### config.mk
export PLATFORM = sky130hd
export DESIGN_NAME = status_led_button_menu
export DESIGN_NICKNAME = d
export VERILOG_FILES = /design/src/design/slbm_pkg.sv /design/src/design/status_led_button_menu.sv
export SDC_FILE = /design/constraint.sdc
export NUM_CORES = 1
export LEC_CHECK = 0
export ABC_AREA = 0
export BUFFER_PORTS_ARGS = -buffer_cell sky130_fd_sc_hd__buf_2
export CORE_UTILIZATION = 40
export CTS_BUF_LIST = sky130_fd_sc_hd__clkbuf_16
export DETAILED_ROUTE_END_ITERATION = 8
export MAX_ROUTING_LAYER = met4
export SYNTH_ARGS = -nofsm -noshare
export SYNTH_HDL_FRONTEND = slang
export SYNTH_SLANG_ARGS = --single-unit
### constraint.sdc
create_clock -name clk -period 6.5 [get_ports clk]
set_clock_uncertainty 0.2 [all_clocks]
set_input_delay 0.325 -clock clk [delete_from_list [all_inputs] [get_ports clk]]
set_output_delay 0.325 -clock clk [all_outputs]
set_load 0.01 [all_outputs]
### src/design/slbm_pkg.sv
`default_nettype none

package slbm_pkg;

  typedef enum logic [1:0] {
    KIND_TICK    = 2'd0,
    KIND_PRESS   = 2'd1,
    KIND_RELEASE = 2'd2,
    KIND_UNUSED  = 2'd3
  } kind_t;

  typedef enum logic [2:0] {
    REG_MENU_MAX     = 3'd0,
    REG_ENTER_HOLD   = 3'd1,
    REG_CONFIRM_HOLD = 3'd2,
    REG_IDLE_LIMIT   = 3'd3,
    REG_BEAT_HALF    = 3'd4,
    REG_FLASH_HALF   = 3'd5,
    REG_FLASH_GAP    = 3'd6,
    REG_SPARE        = 3'd7
  } reg_index_t;

  localparam int unsigned TimeW  = 32;
  localparam int unsigned HoldW  = 16;
  localparam int unsigned ValueW = 8;
  localparam int unsigned CfgW   = 16;

  localparam logic [ValueW-1:0] MenuMaxReset     = 8'd1;
  localparam logic [HoldW-1:0]  EnterHoldReset   = 16'd1000;
  localparam logic [HoldW-1:0]  ConfirmHoldReset = 16'd2000;
  localparam logic [HoldW-1:0]  IdleLimitReset   = 16'd10000;
  localparam logic [HoldW-1:0]  BeatHalfReset    = 16'd500;
  localparam logic [HoldW-1:0]  FlashHalfReset   = 16'd250;
  localparam logic [HoldW-1:0]  FlashGapReset    = 16'd1000;
  localparam logic [ValueW-1:0] SelectionReset   = 8'd1;

endpackage

`default_nettype wire

### src/design/status_led_button_menu.sv
`default_nettype none

// One-button status LED controller. Each input transfer is a service tick or a
// button press/release (kind in s_tuser, time and hold duration in s_tdata) and
// yields exactly one result transfer with the LED state, mode, a publish flag
// and the current selection. An item is held in the input register and is then
// evaluated against the controller state in one pass into the result register;
// one item is accepted every cycle, and the only limit on rate is output
// backpressure, which holds the result register and then also a full input register.
// Configuration writes take effect on the next item and are meant for idle
// periods; times already scheduled are kept.
module status_led_button_menu (
  input  wire logic        clk,
  input  wire logic        rst,
  // configuration
  input  wire logic        cfg_we,
  input  wire logic [2:0]  cfg_index,
  input  wire logic [15:0] cfg_data,
  // input stream
  input  wire logic        s_tvalid,
  output logic             s_tready,
  input  wire logic [63:0] s_tdata,   // [31:0] time_ms, [63:32] hold_ms
  input  wire logic [1:0]  s_tuser,   // [1:0] kind
  // result stream
  output logic             m_tvalid,
  input  wire logic        m_tready,
  output logic [15:0]      m_tdata,   // [0] led_lit, [1] in_menu, [9:2] choice_value
  output logic [0:0]       m_tuser    // [0] choice_valid
);
  import slbm_pkg::*;

  // configuration registers
  logic [ValueW-1:0] menu_max;
  logic [HoldW-1:0]  enter_hold;
  logic [HoldW-1:0]  confirm_hold;
  logic [HoldW-1:0]  idle_limit;
  logic [HoldW-1:0]  beat_half;
  logic [HoldW-1:0]  flash_half;
  logic [HoldW-1:0]  flash_gap;

  always_ff @(posedge clk) begin
    if (rst) begin
      menu_max     <= MenuMaxReset;
      enter_hold   <= EnterHoldReset;
      confirm_hold <= ConfirmHoldReset;
      idle_limit   <= IdleLimitReset;
      beat_half    <= BeatHalfReset;
      flash_half   <= FlashHalfReset;
      flash_gap    <= FlashGapReset;
    end else if (cfg_we) begin
      case (reg_index_t'(cfg_index))
        REG_MENU_MAX:     menu_max     <= cfg_data[ValueW-1:0];
        REG_ENTER_HOLD:   enter_hold   <= cfg_data;
        REG_CONFIRM_HOLD: confirm_hold <= cfg_data;
        REG_IDLE_LIMIT:   idle_limit   <= cfg_data;
        REG_BEAT_HALF:    beat_half    <= cfg_data;
        REG_FLASH_HALF:   flash_half   <= cfg_data;
        REG_FLASH_GAP:    flash_gap    <= cfg_data;
        default: ;
      endcase
    end
  end

  // input register
  logic             in_valid;
  kind_t            in_kind;
  logic [TimeW-1:0] in_time;
  logic [TimeW-1:0] in_hold;
  logic             advance;

  assign advance  = !m_tvalid || m_tready;
  assign s_tready = !in_valid || advance;

  always_ff @(posedge clk) begin
    if (rst) begin
      in_valid <= 1'b0;
    end else if (s_tready) begin
      in_valid <= s_tvalid;
    end
    if (s_tready && s_tvalid) begin
      in_kind <= kind_t'(s_tuser);
      in_time <= s_tdata[31:0];
      in_hold <= s_tdata[63:32];
    end
  end

  // controller state
  logic              mode;
  logic [TimeW-1:0]  next_change;
  logic [TimeW-1:0]  last_activity;
  logic [ValueW-1:0] selection;
  logic [ValueW-1:0] flash_count;
  logic              led_state;

  logic              mode_next;
  logic [TimeW-1:0]  next_change_next;
  logic [TimeW-1:0]  last_activity_next;
  logic [ValueW-1:0] selection_next;
  logic [ValueW-1:0] flash_count_next;
  logic              led_state_next;
  logic              valid_next;

  logic [TimeW-1:0]  since_change;
  logic [TimeW-1:0]  since_activity;
  logic              due;
  logic              idle_out;
  logic              long_hold;
  logic              confirm;
  logic [ValueW-1:0] count_inc;

  assign since_change   = in_time - next_change;
  assign since_activity = in_time - last_activity;
  // due when the target is less than half the wrap range behind now
  assign due       = !since_change[TimeW-1];
  assign idle_out  = since_activity >= {{(TimeW-HoldW){1'b0}}, idle_limit};
  assign long_hold = in_hold >= {{(TimeW-HoldW){1'b0}}, enter_hold};
  assign confirm   = in_hold >= {{(TimeW-HoldW){1'b0}}, confirm_hold};
  assign count_inc = flash_count + 8'd1;

  always_comb begin
    mode_next          = mode;
    next_change_next   = next_change;
    last_activity_next = last_activity;
    selection_next     = selection;
    flash_count_next   = flash_count;
    led_state_next     = led_state;
    valid_next         = 1'b0;
    case (in_kind)
      KIND_TICK: begin
        if (!mode) begin
          if (due) begin
            led_state_next   = !led_state;
            next_change_next = in_time + {{(TimeW-HoldW){1'b0}}, beat_half};
          end
        end else if (idle_out) begin
          mode_next        = 1'b0;
          led_state_next   = 1'b0;
          next_change_next = in_time + {{(TimeW-HoldW){1'b0}}, beat_half};
        end else if (due) begin
          if (!led_state) begin
            led_state_next   = 1'b1;
            next_change_next = in_time + {{(TimeW-HoldW){1'b0}}, flash_half};
          end else begin
            led_state_next = 1'b0;
            // end of a run of flashes: start the gap
            if (count_inc >= selection) begin
              flash_count_next = '0;
              next_change_next = in_time + {{(TimeW-HoldW){1'b0}}, flash_gap};
            end else begin
              flash_count_next = count_inc;
              next_change_next = in_time + {{(TimeW-HoldW){1'b0}}, flash_half};
            end
          end
        end
      end
      KIND_PRESS: begin
        if (mode) begin
          last_activity_next = in_time;
        end
      end
      KIND_RELEASE: begin
        if (!mode) begin
          if (long_hold) begin
            mode_next          = 1'b1;
            last_activity_next = in_time;
            selection_next     = SelectionReset;
            flash_count_next   = '0;
            led_state_next     = 1'b0;
            next_change_next   = in_time;
          end
        end else begin
          last_activity_next = in_time;
          if (confirm) begin
            valid_next       = 1'b1;
            mode_next        = 1'b0;
            led_state_next   = 1'b0;
            next_change_next = in_time + {{(TimeW-HoldW){1'b0}}, beat_half};
          end else if (!long_hold) begin
            selection_next   = (selection >= menu_max) ? SelectionReset
                                                       : selection + 8'd1;
            flash_count_next = '0;
            led_state_next   = 1'b0;
            next_change_next = in_time;
          end
        end
      end
      default: ;
    endcase
  end

  logic step;
  assign step = in_valid && advance;

  always_ff @(posedge clk) begin
    if (rst) begin
      mode          <= 1'b0;
      next_change   <= {{(TimeW-HoldW){1'b0}}, BeatHalfReset};
      last_activity <= '0;
      selection     <= SelectionReset;
      flash_count   <= '0;
      led_state     <= 1'b0;
      m_tvalid      <= 1'b0;
    end else begin
      if (step) begin
        mode          <= mode_next;
        next_change   <= next_change_next;
        last_activity <= last_activity_next;
        selection     <= selection_next;
        flash_count   <= flash_count_next;
        led_state     <= led_state_next;
      end
      if (advance) begin
        m_tvalid <= in_valid;
      end
    end
    if (step) begin
      m_tdata <= {6'd0, selection_next, mode_next, led_state_next};
      m_tuser <= valid_next;
    end
  end

endmodule

`default_nettype wire

==> results.toml, run 1 <==
[floorplanning]
start_util_pct = 40.9
die_area_mm2 = 0.0430
rows = 74
die_y_um = 207
die_w_um = 207
floorplan.core_area_mm2 = 0.0412
ios = 109

[sta]
layout_min_cycle_time_ps = 5870
final-setup-viol-count = 0
fmax_mhz = 170
hold_violations = 0
slew_headroom_pct = 25.4
drv_slew = 0
fin_crit_sh_pct = 90.4
holdWs_ps = 77.2
worst_pin_slew_ps = 1120
setup_tns_ps = 0
rsz0062_at_grt = "false"

[logic_synthesis]
synth_cell_type_count = 75
synth_largest_area_cell = "dfxtp_1"
synth.area.top_cells = "dfxtp_1 22%, edfxtp_1 14%, ha_1 13%, nand2_1 7.0%, a21oi_1 4.9%"
syn_inst = 2008
syn_area_mm2 = 0.0168
synth.top_cell.area_share_pct = 22.3
synth.avg_cell_area_um2 = 8.39
ys_seq_area_share_pct = 36.1
async_flop_share_pct = 0
ys_ff_latch = 265
synth_edf_count = 77
yosys_warnings = 0
synth_ff_type = "dfxtp_1"

[place]
finalWeightedCongestion = 0.913
port_buffers = 102
dp_hpwl_mm = 37.0
dp_cells = 2596

[worst_setup_path]
r2r-start = "in_time[1]"
crit_type = "reg -> reg"
crit_path_max_fanout = 9
cp_common_cell = "a21oi_1"
slowest_stage = "or4_1"
reg2reg_slack_ps = 630
r2r-end = "next_change[28]"
crit_required_ps = 6820
critPathCaptureType = "flop"
cp-start-kind = "flop"
crit_chain = "inv_1, fa_1, nand2b_1, a21oi_1, o21ai_0, nand2_1, a31oi_1, xnor2_1, ha_1, a21o_1, a21oi_1, o211ai_1, a21oi_1, o21ai_0, nor4b_1, nand3_1, nor2_1, buf_4, mux2_2, or4_1, nand3_1"
slowest_delay_ps = 530
reg2reg_depth = 21
arrival_ps = 6190

[clocking]
cts_tree = "built"
h-tree-depth = 1
cts_setup_buffers = 0
cts_made_buffers = 31
path_clk_slew_ps = 60
clockBufferDepth = 3
root_buffer = "clkbuf_16"
clock-sinks = 265
clock_latency_ps = 600

[pwr]
powerDensity_mw_per_mm2 = 223
irDropWorstVdd_v = 0.000216
p_leak_nw = 8.17

[status]
status = "completed"

[global_routing]
track_usage_pct = 24.2
grt-ovfl-total = 0
grt_pass1_vias = 14700
antenna_found_initial = 2
grt_max_degree = 77
grt_pass1_wl_mm = 80.4

[final_layout]
layout_commonest_cell = "nand2_1"
seq_area_mm2 = 0.00608
fillers = 3984
mostFrequentLayoutCells = "311 x nand2_1, 188 x dfxtp_1, 175 x ha_1"
nNetsFinal = 2453
fin_cells = 2743
drive_above_1_share_pct = 8.56
synthToLayoutAreaGrowth_pct = 17.7
multiInputGateArea_mm2 = 0.00994

[route]
drtPass1Iterations = 5
viasPerCell = 5.50
drc = 0
antenna_left = 0
vias = 15100
routed_wl_mm = 50.9
wl_per_cell_um = 18.5
drt_iter0_drc = 866

[worst_hold_path]
holdCritStartpoint = "cfg_index[0]"
hold_end = "menu_max[6]"
worstHoldPathCells = 4
hold_path.class = "in -> reg"

[flow_run]
drv_cap = 0
==> critical path, delay by kind of cell (launching register included) <==
kind	cells	cell delay, ps
multiplexers	1	430
flip-flops	1	510
XOR/XNOR	1	150
buffers and inverters	2	420
AO/OA/AOI/OAI	8	1400
AND/OR/NAND/NOR	7	1880
adder cells (fa/ha/maj)	2	800
==> cell families after synthesis <==
group | count (synthesis) | synth area share [%]
xor+xnor | 64 | 3.33
compound gates | 522 | 20.2
mux | 53 | 3.19
other cells | 1 | 0.0223
simple gates | 700 | 18.6
buf+inv | 224 | 5.14
flops | 265 | 36.1
fa+ha+maj | 179 | 13.5
==> power breakdown <==
part           switching, W  leakage (nW)  internal, W  total [W]
Clock              0.000736         0.528      0.00104    0.00177
Combinational      0.000488          5.36     0.000335   0.000823
Sequential        0.0000584          2.28      0.00177    0.00183
Total               0.00128          8.17      0.00315    0.00443
==> what timing repair did <==
item / CTS / global route
endpoints found under the hold margin: 171 / 0
setup endpoints to repair: 0 / 1
hold buffers: 87 / 0
resized for setup: 0 / 1
==> state kept, by name, indices dropped and copies added (netlist names) <==
name / flops
in_hold: 32
in_time: 32
last_activity: 32
next_change: 32
beat_half: 16
confirm_hold: 16
enter_hold: 16
flash_gap: 16
flash_half: 16
idle_limit: 16
m_tdata: 10
flash_count: 8
menu_max: 8
selection: 8
in_kind: 2
in_valid: 1
led_state: 1
m_tuser: 1
m_tvalid: 1
mode: 1
==> synth_stat cells, drive strengths merged (7+ instances only) <==
master and count:
o21a 27, a22o 7, a21oi 167, and3 10, nor2b 26, a22oi 9
a21o 34, nor4 9, and2 9, edfxtp 77, nand3 60, a31oi 15
a311oi 23, inv 150, nor3 34, buf 13, ha 175, nand4 19
dfxtp 188, nor2 160, o211a 7, o211ai 40, nand2 312, o21bai 9
or4 11, o31ai 19, o21ai 91, mux2i 48, xor2 20, nand2b 28
clkbuf 60, a211oi 19, xnor2 44
==> how the worst max path moves through the flow <==
| stage | start | end | slack [ps] | depth (start not counted) |
|---|---|---|---|---|
| final | in_time[1] | next_change[28] | 630 | 21 |
| after global routing | in_time[1] | next_change[24] | 190 | 21 |
| after CTS | in_time[1] | next_change[26] | 600 | 20 |
| after detailed placement | in_time[1] | next_change[26] | 650 | 20 |
| after global placement | in_time[1] | next_change[26] | 920 | 20 |
| after floorplan | in_time[6] | next_change[22] | 1530 | 19 |
==> layout make-up <==
| cell class | count | area share (%) |
|---|---|---|
| antenna | 2 | 0.0252 |
| clock buffer | 33 | 4.16 |
| clock inverter | 25 | 1.05 |
| inverter | 151 | 2.86 |
| multi-input combinational | 1524 | 50.1 |
| sequential | 265 | 30.6 |
| tap | 532 | 3.36 |
| timing repair buffer | 211 | 7.81 |
==> metal layers <==
layer  global-route usage [%]  part of all wire (%)  vias to the layer above  routed length (um)
met3                     2.33                   4.0                       70                2010
met4                     8.36                   3.1                        0                1590
met5                        -                     0                        -                   0
met2                     40.2                    47                      325               24000
met1                     30.8                    46                     7168               23200
li1                         -                     -                     7523                   -
==> stage by stage <==
stage | total power [W] | instance area, um^2 | setup WS (ps) | utilization [%]
2_1_floorplan | 0.00239 | 16900 | 1530 | -
3_3_place_gp | 0.00263 | 17900 | 915 | 43.5
3_5_place_dp | 0.00264 | 17900 | 654 | 43.5
4_1_cts | 0.00446 | 19800 | 601 | 48.1
5_1_grt | 0.00463 | 19800 | 194 | 48.1
6_report | 0.00443 | 19800 | 627 | 48.1
Power figures use the tool's default switching activity.
==> run 2: changes to the inputs <==
--- a/config.mk
+++ b/config.mk
@@ -7,10 +7,11 @@
 export LEC_CHECK = 0
 export ABC_AREA = 0
 export BUFFER_PORTS_ARGS = -buffer_cell sky130_fd_sc_hd__buf_2
-export CORE_UTILIZATION = 40
+export CORE_UTILIZATION = 60
 export CTS_BUF_LIST = sky130_fd_sc_hd__clkbuf_16
 export DETAILED_ROUTE_END_ITERATION = 8
 export MAX_ROUTING_LAYER = met4
+export PLACE_DENSITY = 0.79
 export SYNTH_ARGS = -nofsm -noshare
 export SYNTH_HDL_FRONTEND = slang
 export SYNTH_SLANG_ARGS = --single-unit
==> results.toml, run 2 (same netlist as run 1, synthesis figures left out) <==
[worst_setup_path]
endpoint = "next_change[24]"
crit_path_max_fanout = 9
r2r-start = "in_time[1]"
cp-start-kind = "flop"
crit_chain = "inv_1, fa_1, nand2b_1, a21oi_1, o21ai_0, nand2_1, a31oi_1, xnor2_1, ha_1, a21o_1, a21oi_1, o211ai_1, a21oi_1, o21ai_0, nor4b_1, nand3_1, nor2_2, mux2_2, or4_1, nand3_1"
crit_type = "reg -> reg"
slowest_delay_ps = 540
reg2reg_slack_ps = 470
slowest_stage = "or4_1"
critPathCaptureType = "flop"
crit_required_ps = 6790
r2r-end = "next_change[24]"
cp_common_cell = "a21oi_1"
arrival_ps = 6320
startpoint = "in_time[1]"
reg2reg_depth = 20

[sta]
holdWs_ps = 32.0
worst_pin_slew_ps = 1220
fin_crit_sh_pct = 92.7
fmax_mhz = 166
rsz0062_at_grt = "true"
slew_headroom_pct = 18.0
final-setup-viol-count = 0
hold_violations = 0
drv_slew = 0
setup_tns_ps = 0
layout_min_cycle_time_ps = 6030

[pwr]
p_switching_w = 0.00122
switching_share_pct = 29.3
p_int_w = 0.00294
powerDensity_mw_per_mm2 = 214
combinationalPowerShare_pct = 19.7
finalPower_w = 0.00415
irDropWorstVdd_v = 0.000220
seq_power_share_pct = 44.2
pwr-share-clk_pct = 36.1
p_leak_nw = 8.05

[route]
vias = 15600
wl_per_cell_um = 18.9
drc = 0
drt_iter0_drc = 1302
viasPerCell = 6.08
antenna_left = 0
drtPass1Iterations = 6
routed_wl_mm = 48.7

[global_routing]
grt_pass1_vias = 15000
grt_max_degree = 79
grt_pass1_wl_mm = 77.3
antenna_found_initial = 0
grt-ovfl-total = 0
track_usage_pct = 35.1

[place]
port_buffers = 102
finalWeightedCongestion = 0.966
dp_hpwl_mm = 33.8
postPlaceCellArea_mm2 = 0.0177

[floorplanning]
rows = 60
die_w_um = 170
die_y_um = 170
start_util_pct = 61.8
floorplan.core_area_mm2 = 0.0273
ios = 109
die_area_mm2 = 0.0288

[clocking]
clockBufferDepth = 3
cts_setup_buffers = 0
cts_made_buffers = 29
path_clk_slew_ps = 60
root_buffer = "clkbuf_16"
cts_tree = "built"
clock-sinks = 265
h-tree-depth = 1
clock_latency_ps = 560

[final_layout]
nNetsFinal = 2442
drive_above_1_share_pct = 8.06
antennaDiodeCount = 0
layout_commonest_cell = "nand2_1"
fin_util_pct = 71.1
synthToLayoutAreaGrowth_pct = 15.0
stdcell_area_mm2 = 0.0194
mostFrequentLayoutCells = "311 x nand2_1, 188 x dfxtp_1, 175 x ha_1"

[status]
status = "completed"

[flow_run]
drv_cap = 0

[worst_hold_path]
hold_path.class = "in -> reg"
## run 2: cell count changes in the layout (fill, tap and decap cells not counted), moves of 2 or more
cell	before	now
buf_4	23	17
bufinv_16	3	0
clkbuf_16	33	30
clkinv_1	9	5
clkinv_2	6	4
diode_2	2	0
dlygate4sd3_1	87	84
inv_1	154	161
## run 2: power groups by stage
stage | Clock (W) | Combinational [W] | Sequential [W]
finish | 0.00150 | 0.000817 | 0.00184
global route | 0.00158 | 0.000898 | 0.00184
CTS | 0.00151 | 0.000798 | 0.00183
detailed placement | 0 | 0.000753 | 0.00187
global placement | 0 | 0.000732 | 0.00187
floorplan | 0 | 0.000544 | 0.00185
## run 2: worst min-delay path by stage
stage                          startpoint               to  slack [ps]  cells after the start
after floorplan               s_tdata[32]       in_hold[0]         220                      0
after global placement     enter_hold[13]   enter_hold[13]         240                      2
after detailed placement  confirm_hold[2]  confirm_hold[2]         250                      2
after CTS                     cfg_data[9]    flash_half[9]         0.6                      3
after global routing          cfg_data[9]    flash_half[9]          10                      3
final                         cfg_data[9]    flash_half[9]          30                      3
## run 2: what timing repair did
action,4_1_cts,5_1_grt
hold buffers,84,0
resized for setup,0,2
endpoints found under the hold margin,159,0
endpoints found under the setup margin,0,5
## run 2: per-stage QoR
step                      worst slack [ps]  cells
after floorplan                       1530   2013
after global placement                 808   2430
after detailed placement               427   2430
after CTS                              332   2568
after global routing                 -15.9   2568
final                                  474   2568
## run 2: layout make-up
type	instances	area, um^2
Multi-Input combinational cell	1524	9940
Fill cell	2154	7870
Sequential cell	265	6080
Timing Repair Buffer	202	1470
Clock buffer	30	751
Inverter	151	567
Tap cell	372	465
Clock inverter	24	113
## run 2: layer usage
| metal | wire, um | vias to the layer above | track usage (%) |
|---|---|---|---|
| met2 | 23000 | 664 | 58.1 |
| li1 | - | 7503 | - |
| met3 | 3920 | 126 | 5.20 |
| met5 | 0 | - | - |
| met1 | 19600 | 7315 | 42.5 |
| met4 | 2070 | 0 | 15.2 |
## run 2: worst max-delay path, delay by kind of cell (launching register included)
family                   cells  cell delay [ps]
AO/OA/AOI/OAI                8             1400
XOR/XNOR                     1              200
adder cells (fa/ha/maj)      2              780
buffers and inverters        1              220
flip-flops                   1              490
multiplexers                 1              470
AND/OR/NAND/NOR              7             2210
